File: src/sv/easpe_pkg.sv
`timescale 1ns / 1ps
// -----------------------------------------------------------------------------
// easpe_pkg: shared types and constants of the encoder angle/speed estimator
// Widths, register map, reset values and the speed scale factor.
// -----------------------------------------------------------------------------
package easpe_pkg;

  // Encoder resolution: one revolution is 4096 counts, so all wraps are masks.
  localparam int unsigned CountsPerRev = 4096;
  localparam int unsigned AngleW       = 12;
  localparam int unsigned PoleW        = 5;
  localparam int unsigned SpeedW       = 23;
  localparam int unsigned DiffW        = 14;
  localparam int unsigned ScaleW       = 12;

  localparam logic signed [DiffW-1:0]  HalfRev      = DiffW'(CountsPerRev / 2);
  localparam logic signed [DiffW-1:0]  FullRev      = DiffW'(CountsPerRev);
  localparam logic signed [ScaleW-1:0] SpeedScaleQ7 = ScaleW'(1875);

  localparam int unsigned SpeedWindowLenDefault = 40;

  // Stream widths, rounded up to whole bytes.
  localparam int unsigned InDataW  = 16;
  localparam int unsigned OutDataW = 48;

  // Configuration port.
  localparam int unsigned ApbAddrW = 3;
  localparam int unsigned ApbDataW = 32;
  localparam logic        RegZeroOffset = 1'b0;
  localparam logic        RegPolePairs  = 1'b1;

  localparam logic [AngleW-1:0] ZeroOffsetRst = '0;
  localparam logic [PoleW-1:0]  PolePairsRst  = PoleW'(3);

  typedef struct packed {
    logic [AngleW-1:0] zero_offset;
    logic [PoleW-1:0]  pp_count;
  } cfg_t;

endpackage

File: src/sv/easpe_cfg_regs.sv
`timescale 1ns / 1ps
// -----------------------------------------------------------------------------
// easpe_cfg_regs: configuration register file
// APB-style write/read of zero offset and pole pairs; decode on word address.
// -----------------------------------------------------------------------------
module easpe_cfg_regs import easpe_pkg::*; (
  input  logic                clk_i,
  input  logic                rst_ni,
  input  logic                psel,
  input  logic                penable,
  input  logic                pwrite,
  input  logic [ApbAddrW-1:0] paddr,
  input  logic [ApbDataW-1:0] pwdata,
  output logic [ApbDataW-1:0] prdata,
  output logic                pready,
  output cfg_t                cfg_o
);

  cfg_t cfg_q, cfg_d;
  logic wr_en;
  logic reg_sel;

  assign pready  = 1'b1;
  assign reg_sel = paddr[2];
  assign wr_en   = psel && penable && pwrite && pready;

  always_comb begin
    cfg_d = cfg_q;
    if (wr_en) begin
      case (reg_sel)
        RegZeroOffset: cfg_d.zero_offset = pwdata[AngleW-1:0];
        RegPolePairs:  cfg_d.pp_count    = pwdata[PoleW-1:0];
        default:       cfg_d = cfg_q;
      endcase
    end
  end

  always_ff @(posedge clk_i or negedge rst_ni) begin
    if (!rst_ni) begin
      cfg_q.zero_offset <= ZeroOffsetRst;
      cfg_q.pp_count    <= PolePairsRst;
    end else begin
      cfg_q <= cfg_d;
    end
  end

  always_comb begin
    case (reg_sel)
      RegZeroOffset: prdata = ApbDataW'(cfg_q.zero_offset);
      RegPolePairs:  prdata = ApbDataW'(cfg_q.pp_count);
      default:       prdata = '0;
    endcase
  end

  assign cfg_o = cfg_q;

endmodule

File: src/sv/easpe_hist_ring.sv
`timescale 1ns / 1ps
// -----------------------------------------------------------------------------
// easpe_hist_ring: angle history ring
// One-port memory read and written at the ring pointer in the same cycle
// (read returns the old entry); per-entry valid bits make unwritten entries
// read as zero.
// -----------------------------------------------------------------------------
module easpe_hist_ring import easpe_pkg::*; #(
  parameter int unsigned SpeedWindowLen = SpeedWindowLenDefault
) (
  input  logic              clk_i,
  input  logic              rst_ni,
  input  logic              wr_en_i,
  input  logic [AngleW-1:0] wr_angle_i,
  output logic [AngleW-1:0] old_angle_o
);

  localparam int unsigned PtrW = $clog2(SpeedWindowLen);

  logic [AngleW-1:0]         mem [SpeedWindowLen];
  logic [AngleW-1:0]         rd_data_q;
  logic                      rd_valid_q;
  logic [SpeedWindowLen-1:0] valid_q;
  logic [PtrW-1:0]           ptr_q, ptr_d;

  always_comb begin
    ptr_d = ptr_q;
    if (wr_en_i) begin
      if (ptr_q == PtrW'(SpeedWindowLen - 1)) begin
        ptr_d = '0;
      end else begin
        ptr_d = ptr_q + PtrW'(1);
      end
    end
  end

  // Storage: read-first, so the entry leaving the window comes out as the
  // new angle replaces it.
  always_ff @(posedge clk_i) begin
    if (wr_en_i) begin
      rd_data_q  <= mem[ptr_q];
      mem[ptr_q] <= wr_angle_i;
    end
  end

  always_ff @(posedge clk_i or negedge rst_ni) begin
    if (!rst_ni) begin
      ptr_q      <= '0;
      valid_q    <= '0;
      rd_valid_q <= 1'b0;
    end else begin
      ptr_q <= ptr_d;
      if (wr_en_i) begin
        rd_valid_q     <= valid_q[ptr_q];
        valid_q[ptr_q] <= 1'b1;
      end
    end
  end

  assign old_angle_o = rd_valid_q ? rd_data_q : '0;

endmodule

File: src/sv/encoder_angle_speed_estimator_core.sv
`timescale 1ns / 1ps
// -----------------------------------------------------------------------------
// encoder_angle_speed_estimator_core: encoder angle and windowed speed
// Turns raw quadrature counter samples into mechanical angle, electrical
// angle and speed in rpm (Q7).
// -----------------------------------------------------------------------------
// The block takes one counter sample per clock while the output side is not
// stalled and returns one result beat per sample through the stage-1 and
// output registers. Mechanical angle is (zero_offset - count) mod 4096,
// electrical angle is mechanical angle times the pole-pair count mod 4096, and
// speed is the difference against the angle seen SpeedWindowLen samples
// earlier, unwrapped to half a revolution and multiplied by 1875 (rpm, seven
// fraction bits). The history sits in a one-port ring memory that is read and
// written at the same entry in the acceptance cycle, so the sustained rate is
// one beat per clock while the output is not stalled; the per-entry valid bits
// cleared at reset make the first window measure against angle zero without
// any clearing pass. Write configuration only while the block is idle.
// -----------------------------------------------------------------------------
module encoder_angle_speed_estimator_core import easpe_pkg::*; #(
  parameter int unsigned SpeedWindowLen = SpeedWindowLenDefault
) (
  input  logic                clk_i,
  input  logic                rst_ni,
  // Sample input; tdata: [11:0] encoder_count, [15:12] zero
  input  logic                s_axis_tvalid,
  output logic                s_axis_tready,
  input  logic [InDataW-1:0]  s_axis_tdata,
  // Result output; tdata: [11:0] mech_angle, [23:12] elec_angle,
  // [46:24] speed_rpm_q7, [47] zero
  output logic                m_axis_tvalid,
  input  logic                m_axis_tready,
  output logic [OutDataW-1:0] m_axis_tdata,
  // Configuration
  input  logic                psel,
  input  logic                penable,
  input  logic                pwrite,
  input  logic [ApbAddrW-1:0] paddr,
  input  logic [ApbDataW-1:0] pwdata,
  output logic [ApbDataW-1:0] prdata,
  output logic                pready
);

  cfg_t cfg;

  easpe_cfg_regs u_cfg_regs (
    .clk_i   (clk_i),
    .rst_ni  (rst_ni),
    .psel    (psel),
    .penable (penable),
    .pwrite  (pwrite),
    .paddr   (paddr),
    .pwdata  (pwdata),
    .prdata  (prdata),
    .pready  (pready),
    .cfg_o   (cfg)
  );

  // Stage 0: align the count and form the electrical angle.
  logic                      in_beat;
  logic [AngleW-1:0]         count;
  logic [AngleW-1:0]         mech;
  logic [AngleW+PoleW-1:0]   elec_prod;

  assign in_beat   = s_axis_tvalid && s_axis_tready;
  assign count     = s_axis_tdata[AngleW-1:0];
  assign mech      = cfg.zero_offset - count;
  assign elec_prod = (AngleW+PoleW)'(mech) * (AngleW+PoleW)'(cfg.pp_count);

  logic [AngleW-1:0] old_angle;

  easpe_hist_ring #(
    .SpeedWindowLen (SpeedWindowLen)
  ) u_hist_ring (
    .clk_i       (clk_i),
    .rst_ni      (rst_ni),
    .wr_en_i     (in_beat),
    .wr_angle_i  (mech),
    .old_angle_o (old_angle)
  );

  // Stage 1: holds the angles while the ring read completes.
  logic              s1_valid_q;
  logic [AngleW-1:0] s1_mech_q;
  logic [AngleW-1:0] s1_elec_q;
  logic              s1_adv;

  assign s1_adv        = s1_valid_q && (!m_axis_tvalid || m_axis_tready);
  assign s_axis_tready = !s1_valid_q || s1_adv;

  always_ff @(posedge clk_i) begin
    if (in_beat) begin
      s1_mech_q <= mech;
      s1_elec_q <= elec_prod[AngleW-1:0];
    end
  end

  // Unwrap the window difference to half a revolution, then scale.
  logic signed [DiffW-1:0]        diff_raw;
  logic signed [DiffW-1:0]        diff;
  logic signed [DiffW+ScaleW-1:0] speed_prod;

  always_comb begin
    diff_raw = $signed(DiffW'(s1_mech_q)) - $signed(DiffW'(old_angle));
    if (diff_raw > HalfRev) begin
      diff = diff_raw - FullRev;
    end else if (diff_raw < -HalfRev) begin
      diff = diff_raw + FullRev;
    end else begin
      diff = diff_raw;
    end
    speed_prod = diff * SpeedScaleQ7;
  end

  // Output register.
  logic              out_valid_q;
  logic [AngleW-1:0] out_mech_q;
  logic [AngleW-1:0] out_elec_q;
  logic [SpeedW-1:0] out_speed_q;

  always_ff @(posedge clk_i) begin
    if (s1_adv) begin
      out_mech_q  <= s1_mech_q;
      out_elec_q  <= s1_elec_q;
      out_speed_q <= speed_prod[SpeedW-1:0];
    end
  end

  always_ff @(posedge clk_i or negedge rst_ni) begin
    if (!rst_ni) begin
      s1_valid_q  <= 1'b0;
      out_valid_q <= 1'b0;
    end else begin
      if (in_beat) begin
        s1_valid_q <= 1'b1;
      end else if (s1_adv) begin
        s1_valid_q <= 1'b0;
      end
      if (s1_adv) begin
        out_valid_q <= 1'b1;
      end else if (m_axis_tready) begin
        out_valid_q <= 1'b0;
      end
    end
  end

  assign m_axis_tvalid = out_valid_q;
  assign m_axis_tdata  = {1'b0, out_speed_q, out_elec_q, out_mech_q};

  // A stalled stage-1 beat is never dropped.
  a_s1_hold: assert property (@(posedge clk_i) disable iff (!rst_ni)
    s1_valid_q && !s1_adv |=> s1_valid_q)
    else $error("stage-1 beat lost while stalled");

  // Every accepted sample lands in stage 1.
  a_in_to_s1: assert property (@(posedge clk_i) disable iff (!rst_ni)
    in_beat |=> s1_valid_q)
    else $error("accepted sample missing from stage 1");

  // Unwrapped difference stays within half a revolution.
  a_diff_range: assert property (@(posedge clk_i) disable iff (!rst_ni)
    s1_valid_q |-> (diff <= HalfRev) && (diff >= -HalfRev))
    else $error("speed difference out of range");

  // A result advanced into the output register is presented next cycle.
  a_out_load: assert property (@(posedge clk_i) disable iff (!rst_ni)
    s1_adv |=> m_axis_tvalid)
    else $error("result not presented after advance");

endmodule
File: config.mk
export PLATFORM = sky130hd
export DESIGN_NAME = encoder_angle_speed_estimator_core
export DESIGN_NICKNAME = d
export VERILOG_FILES = /design/src/sv/easpe_pkg.sv /design/src/sv/easpe_cfg_regs.sv /design/src/sv/easpe_hist_ring.sv /design/src/sv/encoder_angle_speed_estimator_core.sv
export SDC_FILE = /design/constraint.sdc
export NUM_CORES = 1
export LEC_CHECK = 0
export BUFFER_PORTS_ARGS = -buffer_cell sky130_fd_sc_hd__buf_4
export CORE_UTILIZATION = 50
export DETAILED_ROUTE_END_ITERATION = 12
export GPL_ROUTABILITY_DRIVEN = 1
export PLACE_DENSITY = 0.7
export SETUP_SLACK_MARGIN = 0.05
export SLEW_MARGIN = 10
export SYNTH_ARGS = -nofsm -noshare
export SYNTH_HDL_FRONTEND = slang
export SYNTH_SLANG_ARGS = --single-unit
File: constraint.sdc
create_clock -name clk_i -period 7.7 [get_ports clk_i]
set_input_delay 1.54 -clock clk_i [delete_from_list [all_inputs] [get_ports clk_i]]
set_output_delay 1.54 -clock clk_i [all_outputs]
set_load 0.005 [all_outputs]
---- After elaboration in Yosys (flattened, before gate mapping) ----
Memory sizes are Yosys's and may differ from the RTL's. A register that Yosys moved wholly into a read port is not among the register bits.
Cells that the tools add are included.
operators by class
  reduce and logical (&&, ||, !) cells .... 13
  equality and inequality tests ........... 1
  $lt $le $gt $ge ......................... 4
  bitwise operators ....................... 2
  add/subtract/negate cells ............... 5
  multiplexer cells ....................... 15
  $mul .................................... 2
operators with widths
  operator                  count
  $pmux W32 S2              1
  $or A40 B40 Y40           1
  $mux W14                  2
  $mul A14 B12 Y23 const B  1
  $add A13 B14 Y14 const B  1
  $sub A13 B14 Y14 const B  1
  $gt A13 B13 Y1 const B    1
  $lt A13 B12 Y1 const B    1
  $sub A12 B12 Y13          1
  $mul A12 B5 Y12           1
  $mux W12                  1
  $sub A12 B12 Y12          1
  $mux W1                   8
  $lt A6 B7 Y1 const B      1
  $add A6 B1 Y6 const B     1
  $bmux W1 S6               1
  $demux W1 S6              1
  $eq A6 B6 Y1 const B      1
  $ge A6 B1 Y1 const B      1
  $mux W6                   1
  $logic_and A1 B1 Y1       5
  $reduce_and A2 Y1         2
  $reduce_bool A2 Y1        2
  $logic_not A1 Y1          2
  other kinds (2)           3
storage, ports and cells
  input port bits ......................... 58
  bits in registers ....................... 137
  output and inout port bits .............. 83
  bits in writable memories ............... 480
  memories ................................ 1
memories
  memory           words  width  read ports  clocked after Yosys merged registers in  write ports  line                   source
  u_hist_ring.mem  40     12     1           1                                        1            easpe_hist_ring.sv:20  logic [AngleW-1:0] mem [SpeedWindowLen];

---- Logic depth before layout (Yosys ltp) ----
Gate-level depths: netlist (run 1).
  depth after elaboration ................. 7
  mapped depth ............................ 31
  mapped depth without buffers ............ 31

---- By module ----
A second synthesis (run 1) with hierarchy kept.
unflattened totals
  cells, all modules ...................... 1940
  area, all modules ....................... 29857.4 µm²
modules (own cells, without submodules)
  module                              area each (µm²)  cells an instance  sequential area each (µm²)  instances
  easpe_hist_ring                     21005.1          1129               15950.3                     1
  encoder_angle_speed_estimator_core  7883.8           738                2182.1                      1
  easpe_cfg_regs                      968.4            73                 427.9                       1

---- Worst setup path after synthesis (run 1) ----
No wires, ideal clock.
  path type ............................... reg-to-reg
  start ................................... reg u_hist_ring.rd_valid_q
  end ..................................... reg out_speed_q[22], data pin
  cell stages (with the launch flop) ...... 30
  required time ........................... 7563 ps
  clock period less this slack ............ 7326 ps
  path slack .............................. 374 ps
  library setup time ...................... 137 ps
  arrival time ............................ 7189 ps
  path through ............................ dfrtp_1 clkbuf_1 nand2_1 fa_1 a21o_1 a21oi_1 o21ai_0 a21oi_1 o21ai_0 xor2_1 inv_1 ha_1 and4_1 o2111ai_1 o21ai_0 inv_1 ha_1 fa_1 fa_1 inv_1 fa_1 fa_1 inv_1 ha_1 o21ai_0 nand2b_1 o41ai_1 a31oi_1 or4_1 nand4_1
on the way
  word-level cells in the longest chain between the ends .. 6
  elaborated cells between the ends (all ways) .. 9
  classes of those cells .................. 3 x add/sub; 1 x mul; 2 x order compare; 3 x mux
RTL lines
  item                                                line                                                                                  source
  start: declaration                                  easpe_hist_ring.sv:22                                                                 logic rd_valid_q;
  start signal: assignment                            easpe_hist_ring.sv:54                                                                 rd_valid_q <= valid_q[ptr_q];
  $mux W12 (*)                                        easpe_hist_ring.sv:60                                                                 assign old_angle_o = rd_valid_q ? rd_data_q : '0;
  $sub A12 B12 Y13 (*)                                encoder_angle_speed_estimator_core.sv:103                                             diff_raw = $signed(DiffW'(s1_mech_q)) - $signed(DiffW'(old_angle));
  $add A13 B14 Y14 or $lt A13 B12 Y1 (tied branches)  encoder_angle_speed_estimator_core.sv:107, encoder_angle_speed_estimator_core.sv:106
  $mux W14                                            encoder_angle_speed_estimator_core.sv:106                                             end else if (diff_raw < -HalfRev) begin
  $mux W14 (*)                                        encoder_angle_speed_estimator_core.sv:104                                             if (diff_raw > HalfRev) begin
  $mul A14 B12 Y23 (*)                                encoder_angle_speed_estimator_core.sv:111                                             speed_prod = diff * SpeedScaleQ7;
  named net speed_prod[22]                            encoder_angle_speed_estimator_core.sv:100                                             logic signed [DiffW+ScaleW-1:0] speed_prod;
  end signal: assignment                              encoder_angle_speed_estimator_core.sv:124                                             out_speed_q <= speed_prod[SpeedW-1:0];
  end: declaration                                    encoder_angle_speed_estimator_core.sv:118                                             logic [SpeedW-1:0] out_speed_q;
Mark *: on every way through the listed nets, which the timed path passes. The rest lies on a longest branch.
A chain may end at the register's enable or synchronous reset.

---- Final worst setup path (run 1) ----
Ends and elaborated chain as after synthesis.

==> results_dict.tcl, run 1 <==
set metrics [dict create \
    crit_required_ns 8.15 \
    syn_to_final_growth_pct 14.51 \
    max_cap_viol_count 0 \
    skew_ns 0.03762 \
    multi_input_area_um2 9639 \
    syn_avg_cell_area_um2 14.61 \
    start_util 0.5048 \
    grt_overflow 0 \
    synth_seq_cells 629 \
    yosysWarningCount 0 \
    rows 88 \
    postRouteAntennaNets 0 \
    synth_top_area_cell "edfxtp_1" \
    fill_cells 4370 \
    synth_cell_type_count 67 \
    crit_path_end_kind "flip-flop" \
    grt_max_degree 67 \
    ys_seq_area_frac 0.6385 \
    yosysTopAreaCellShare 0.5816 \
    start_kind "flip-flop" \
    worstPathMaxFanout 6 \
    cpLargestDelayFamily "adder cells" \
    synthesis.area_um2 29070 \
    relSlewSlack 0.2547 \
    status "complete, but fails checks" \
    antenna_found_initial 0 \
    clockBufferDepth 3 \
    dieArea_um2 59110 \
    fin_nets 2410 \
    clock-sinks 629 \
    synthArstFlopShare 0.1049 \
    synth_ff_type "edfxtp_1" \
    regArea_um2 18560 \
    final_common_cell "edfxtp_1" \
    drtIter0Drc 1729 \
    slew_violations 0 \
    cts_buffers 67 \
    netlist_instances 1989 \
    worst_slew_pin_slew_ns 1.114 \
    arrival_ns 7.72 \
    die_width_um 243.1 \
    path_clk_slew_ns 0.06 \
    finalHoldViolCount 0 \
    core_area_um2 57590 \
    rsz0062_at_grt "false" \
    max_freq_mhz 137.7 \
    tritoncts "done" \
    layout_worst_path_cycle_share 0.9432 \
    crit_buf_inv 6 \
    r2r_cells 31 \
    first_pass_iters 12 \
    worstHoldPathType "reg -> reg" \
    crit_slowest_cell "fa_1" \
    setup_tns_ns 0 \
    violations "DRC" \
    io_pins 141 \
    first_global_vias 17720 \
    viasPerCell 5.883 \
    die_h_um 243.1 \
    drcViolationCount 1 \
    fin_crit_ns 7.263 \
    slowest_delay_ns 0.56 \
    cts-root-buf "clkbuf_16" \
    final-setup-viol-count 0 \
    clock_latency_ns 0.62 \
    hpwl_um 43620 \
    cts_htree_levels 3 \
    num_vias 17410 \
    synth.area.top_cells "edfxtp_1 58%, fa_1 5.8%, dfrtp_1 5.5%" \
    grt_pass1_wl_um 105600 \
    final_cell_mix "563 x edfxtp_1, 168 x buf_4, 162 x inv_1" \
    synth-edff-count 563 \
    port_buffers 92 \
    crit_type "reg -> reg" \
    layout-drive-gt1-share 0.1814 \
    path_depth 31 \
    hold_path_depth 0 \
    diodes 0 \
    wl_per_cell_um 23.44 \
    gp_congestion 0.8641 \
    routed_wl_um 69360 \
    gr-usage-all-layers 0.2374 \
]
==> metrics by stage <==
stage,utilization,setup WS (ns),area [µm²],std cells,hold WS [ns]
after detailed placement,0.5382,0.1553,30990,2835,0.4057
after global placement,0.5382,0.3189,30990,2835,0.4042
final,0.5781,0.4373,33290,2959,0.4179
after floorplan,-,0.3736,29140,2009,0.4003
after global routing,0.5781,0.05859,33290,2959,0.4250
after CTS,0.5774,0.1015,33250,2956,0.4169
==> final cells by class <==
class,instances,area share
Clock buffer,90,0.05544
Sequential cell,629,0.5577
Clock inverter,31,0.01229
Multi-Input combinational cell,1113,0.2896
Tap cell,765,0.02875
Timing Repair Buffer,168,0.03789
Inverter,163,0.01838
==> synth_stat cells (all sizes together) (31+ instances only) <==
cell / instances
ha: 126
a21oi: 69
o21ai: 33
mux2: 41
dfrtp: 64
fa: 84
clkbuf: 49
nand4: 32
xnor2: 37
buf: 55
nand2: 96
and2: 31
a22oi: 143
nor2: 83
edfxtp: 563
inv: 163
or2: 41
==> metal layers <==
metal	vias to the layer above	track usage	share of wire
met2	714	0.3892	0.49
met4	0	0.08028	0.028
met5	-	0	0
li1	7712	-	-
met1	8845	0.3174	0.41
met3	136	0.04688	0.075
==> sequential cells by signal (all words and copies together) (netlist names) <==
register,cells
u_hist_ring.valid_q,40
u_hist_ring.rd_valid_q,1
u_hist_ring.rd_data_q,12
s1_valid_q,1
out_speed_q,23
s1_mech_q,12
out_elec_q,12
u_cfg_regs.cfg_o,17
u_hist_ring.ptr_q,6
s1_elec_q,12
m_axis_tvalid,1
out_mech_q,12
u_hist_ring.mem,480
==> repair_timing <==
| action | CTS | global route |
|---|---|---|
| gates resized for setup | 0 | 6 |
| buffers inserted | 0 | 3 |
| setup endpoints to repair | 0 | 7 |
| hold buffers | 0 | 0 |
==> cells by family after synthesis <==
group	Yosys count	share of synthesized area
DFF	629	0.6385
AOI/OAI and AO/OA	377	0.09271
and+or+nand+nor	363	0.06228
buffers and inverters	267	0.03818
adders and majority gates	210	0.1121
muxes	86	0.03783
xor gates and xnor gates	55	0.01816
other	2	0.0002583
==> worst paths after layout <==
check	startpoint	endpoint	slack (ns)
setup reg to reg	u_hist_ring.rd_valid_q	out_speed_q[22]	0.44
setup / recovery	u_hist_ring.rd_valid_q	out_speed_q[22]	0.44
hold reg to reg	s1_elec_q[4]	out_elec_q[4]	0.42
min in group asynchronous	rst_ni	u_hist_ring.valid_q[37]	1.09
max in group asynchronous	rst_ni	u_hist_ring.ptr_q[1]	5.95
hold / removal	s1_elec_q[4]	out_elec_q[4]	0.42
Power of run 1 is left out: the tool's default activity adds up to more than one toggle a clock period on the data nets, which glitch-free logic cannot reach.
==> inputs of run 2 (changes only) <==
--- a/config.mk
+++ b/config.mk
@@ -5,11 +5,11 @@
 export SDC_FILE = /design/constraint.sdc
 export NUM_CORES = 1
 export LEC_CHECK = 0
-export BUFFER_PORTS_ARGS = -buffer_cell sky130_fd_sc_hd__buf_4
 export CORE_UTILIZATION = 50
 export DETAILED_ROUTE_END_ITERATION = 12
+export DONT_BUFFER_PORTS = 1
 export GPL_ROUTABILITY_DRIVEN = 1
-export PLACE_DENSITY = 0.7
+export PLACE_DENSITY = 0.65
 export SETUP_SLACK_MARGIN = 0.05
 export SLEW_MARGIN = 10
 export SYNTH_ARGS = -nofsm -noshare
==> constraint.sdc (replaced) <==
create_clock -name clk_i -period 9 [get_ports clk_i]
set_input_delay 1.8 -clock clk_i [delete_from_list [all_inputs] [get_ports clk_i]]
set_output_delay 1.8 -clock clk_i [all_outputs]
set_load 0.05 [all_outputs]
==> run 2 against run 1 <==
  * Fmax down 9.3%
  * Global-route usage increased by 0.14 points
  * The run still ends with DRC left
  * Critical path type unchanged
  * Highest routed layer unchanged
  * Cell count fell by 3.4%
==> results_dict.tcl, run 2 (same netlist as run 1, synthesis figures left out) <==
set metrics [dict create \
    violations "DRC" \
    tritoncts "done" \
    port_buffers 0 \
    cts_buffers 67 \
    drcViolationCount 1 \
    first_global_vias 17080 \
    worstHoldPathType "reg -> reg" \
    path_clk_slew_ns 0.06 \
    routed_wl_um 69780 \
    final_common_cell "edfxtp_1" \
    hpwl_um 43130 \
    crit_slowest_cell "o21ai_0" \
    largest_reg_flops 480 \
    grt_overflow 0 \
    die_h_um 243.1 \
    path_depth 30 \
    layout_worst_path_cycle_share 0.8900 \
    fin_nets 2309 \
    relSlewSlack 0.1845 \
    r2r_cells 30 \
    num_vias 16890 \
    wl_per_cell_um 24.41 \
    max_freq_mhz 124.8 \
    worstPathMaxFanout 6 \
    min_from "s1_elec_q[3]" \
    gr-usage-all-layers 0.2388 \
    core_area_um2 57590 \
    reg_top3 "u_hist_ring.mem: 480 flops, u_hist_ring.valid_q: 40 flops, out_speed_q: 23 flops" \
    cts_hold_buf 0 \
    cts_resized 0 \
    die_width_um 243.1 \
    syn_to_final_growth_pct 11.79 \
    cts_htree_levels 3 \
    rr_startpoint "u_hist_ring.rd_valid_q" \
    top_register "u_hist_ring.mem" \
    io_pins 141 \
    rows 88 \
    clock_latency_ns 0.62 \
    grt_pass1_wl_um 105200 \
    max_cap_viol_count 0 \
    slew_violations 0 \
    grt_max_degree 67 \
    first_pass_iters 9 \
    crit_top_cell "inv_1" \
    postRouteAntennaNets 0 \
    viasPerCell 5.907 \
    layout-drive-gt1-share 0.1447 \
    setup_tns_ns 0 \
    arrival_ns 8.47 \
    cts-root-buf "clkbuf_16" \
    dieArea_um2 59110 \
    crit_type "reg -> reg" \
    cpLargestDelayFamily "adder cells" \
    start_kind "flip-flop" \
    final_cell_mix "563 x edfxtp_1, 162 x inv_1, 143 x a22oi_1" \
    crit_path_end_kind "flip-flop" \
    crit_required_ns 9.46 \
    gp_congestion 0.8559 \
    skew_ns 0.03712 \
    antenna_found_initial 1 \
    rsz0062_at_grt "false" \
    final-setup-viol-count 0 \
    finalHoldViolCount 0 \
    worst_slew_pin_slew_ns 1.219 \
    diodes 0 \
    clockBufferDepth 3 \
    post-cts-setup-buffer-count 0 \
    drtIter0Drc 1815 \
    fin_crit_ns 8.010 \
    status "complete, but fails checks" \
    slowest_delay_ns 0.55 \
    hold_path_depth 0 \
    crit_buf_inv 5 \
    clock-sinks 629 \
    start_util 0.5048 \
    critPathLaunch "u_hist_ring.rd_valid_q" \
]
## run 2: changes by cell type in the layout (fill, tap and decap cells not counted), sizes merged
cell and change:
inv +1, clkinv +5, clkbuf -5, clkinvlp +2
buf -101, bufinv -2
## run 2: worst paths after layout
path	end	slack, ns
min in group asynchronous	u_hist_ring.valid_q[29]	0.88
hold reg to reg	out_elec_q[3]	0.42
hold / removal	out_elec_q[3]	0.42
setup / recovery	out_speed_q[22]	0.99
max in group asynchronous	u_cfg_regs.cfg_o[0]	7.85
setup reg to reg	out_speed_q[22]	0.99
## run 2: cell type report
class | count | area [µm²]
fillers | 4504 | 25090
flip-flops and latches | 629 | 18560
multi-input cells | 1113 | 9610
clock buffers | 85 | 1848
well taps | 765 | 957.2
inverters | 163 | 611.8
repair buffers | 67 | 503.0
clock inverters | 37 | 402.9
## run 2: worst register-to-register path, delay by kind of cell, from the launching register on
kind	cells	cell delay (ns)
adder cells (fa/ha/maj)	8	2.99
flip-flops	1	0.33
AND/OR/NAND/NOR	5	1.28
buffers and inverters	5	0.46
XOR/XNOR	1	0.25
AO/OA/AOI/OAI	11	2.57
## run 2: metal layers
| metal | GRT usage | share of wire | vias up |
|---|---|---|---|
| met1 | 0.3271 | 0.42 | 8584 |
| met2 | 0.3871 | 0.48 | 670 |
| met3 | 0.03969 | 0.069 | 142 |
| met4 | 0.08380 | 0.033 | 0 |
| met5 | 0 | 0 | - |
| li1 | - | - | 7492 |
## run 2: stage by stage
stage | std cells | worst slack, ns | hold WS [ns] | cell area, µm² | utilization
final | 2859 | 0.9899 | 0.4176 | 32500 | 0.5643
after global routing | 2859 | 0.3724 | 0.4270 | 32500 | 0.5643
after CTS | 2859 | 0.9305 | 0.4210 | 32500 | 0.5643
after global placement | 2737 | 1.062 | 0.4075 | 30250 | 0.5252
after floorplan | 2009 | 1.674 | 0.4003 | 29140 | -
after detailed placement | 2737 | 0.9662 | 0.4056 | 30250 | 0.5252
Power of run 2 is left out for the same reason.
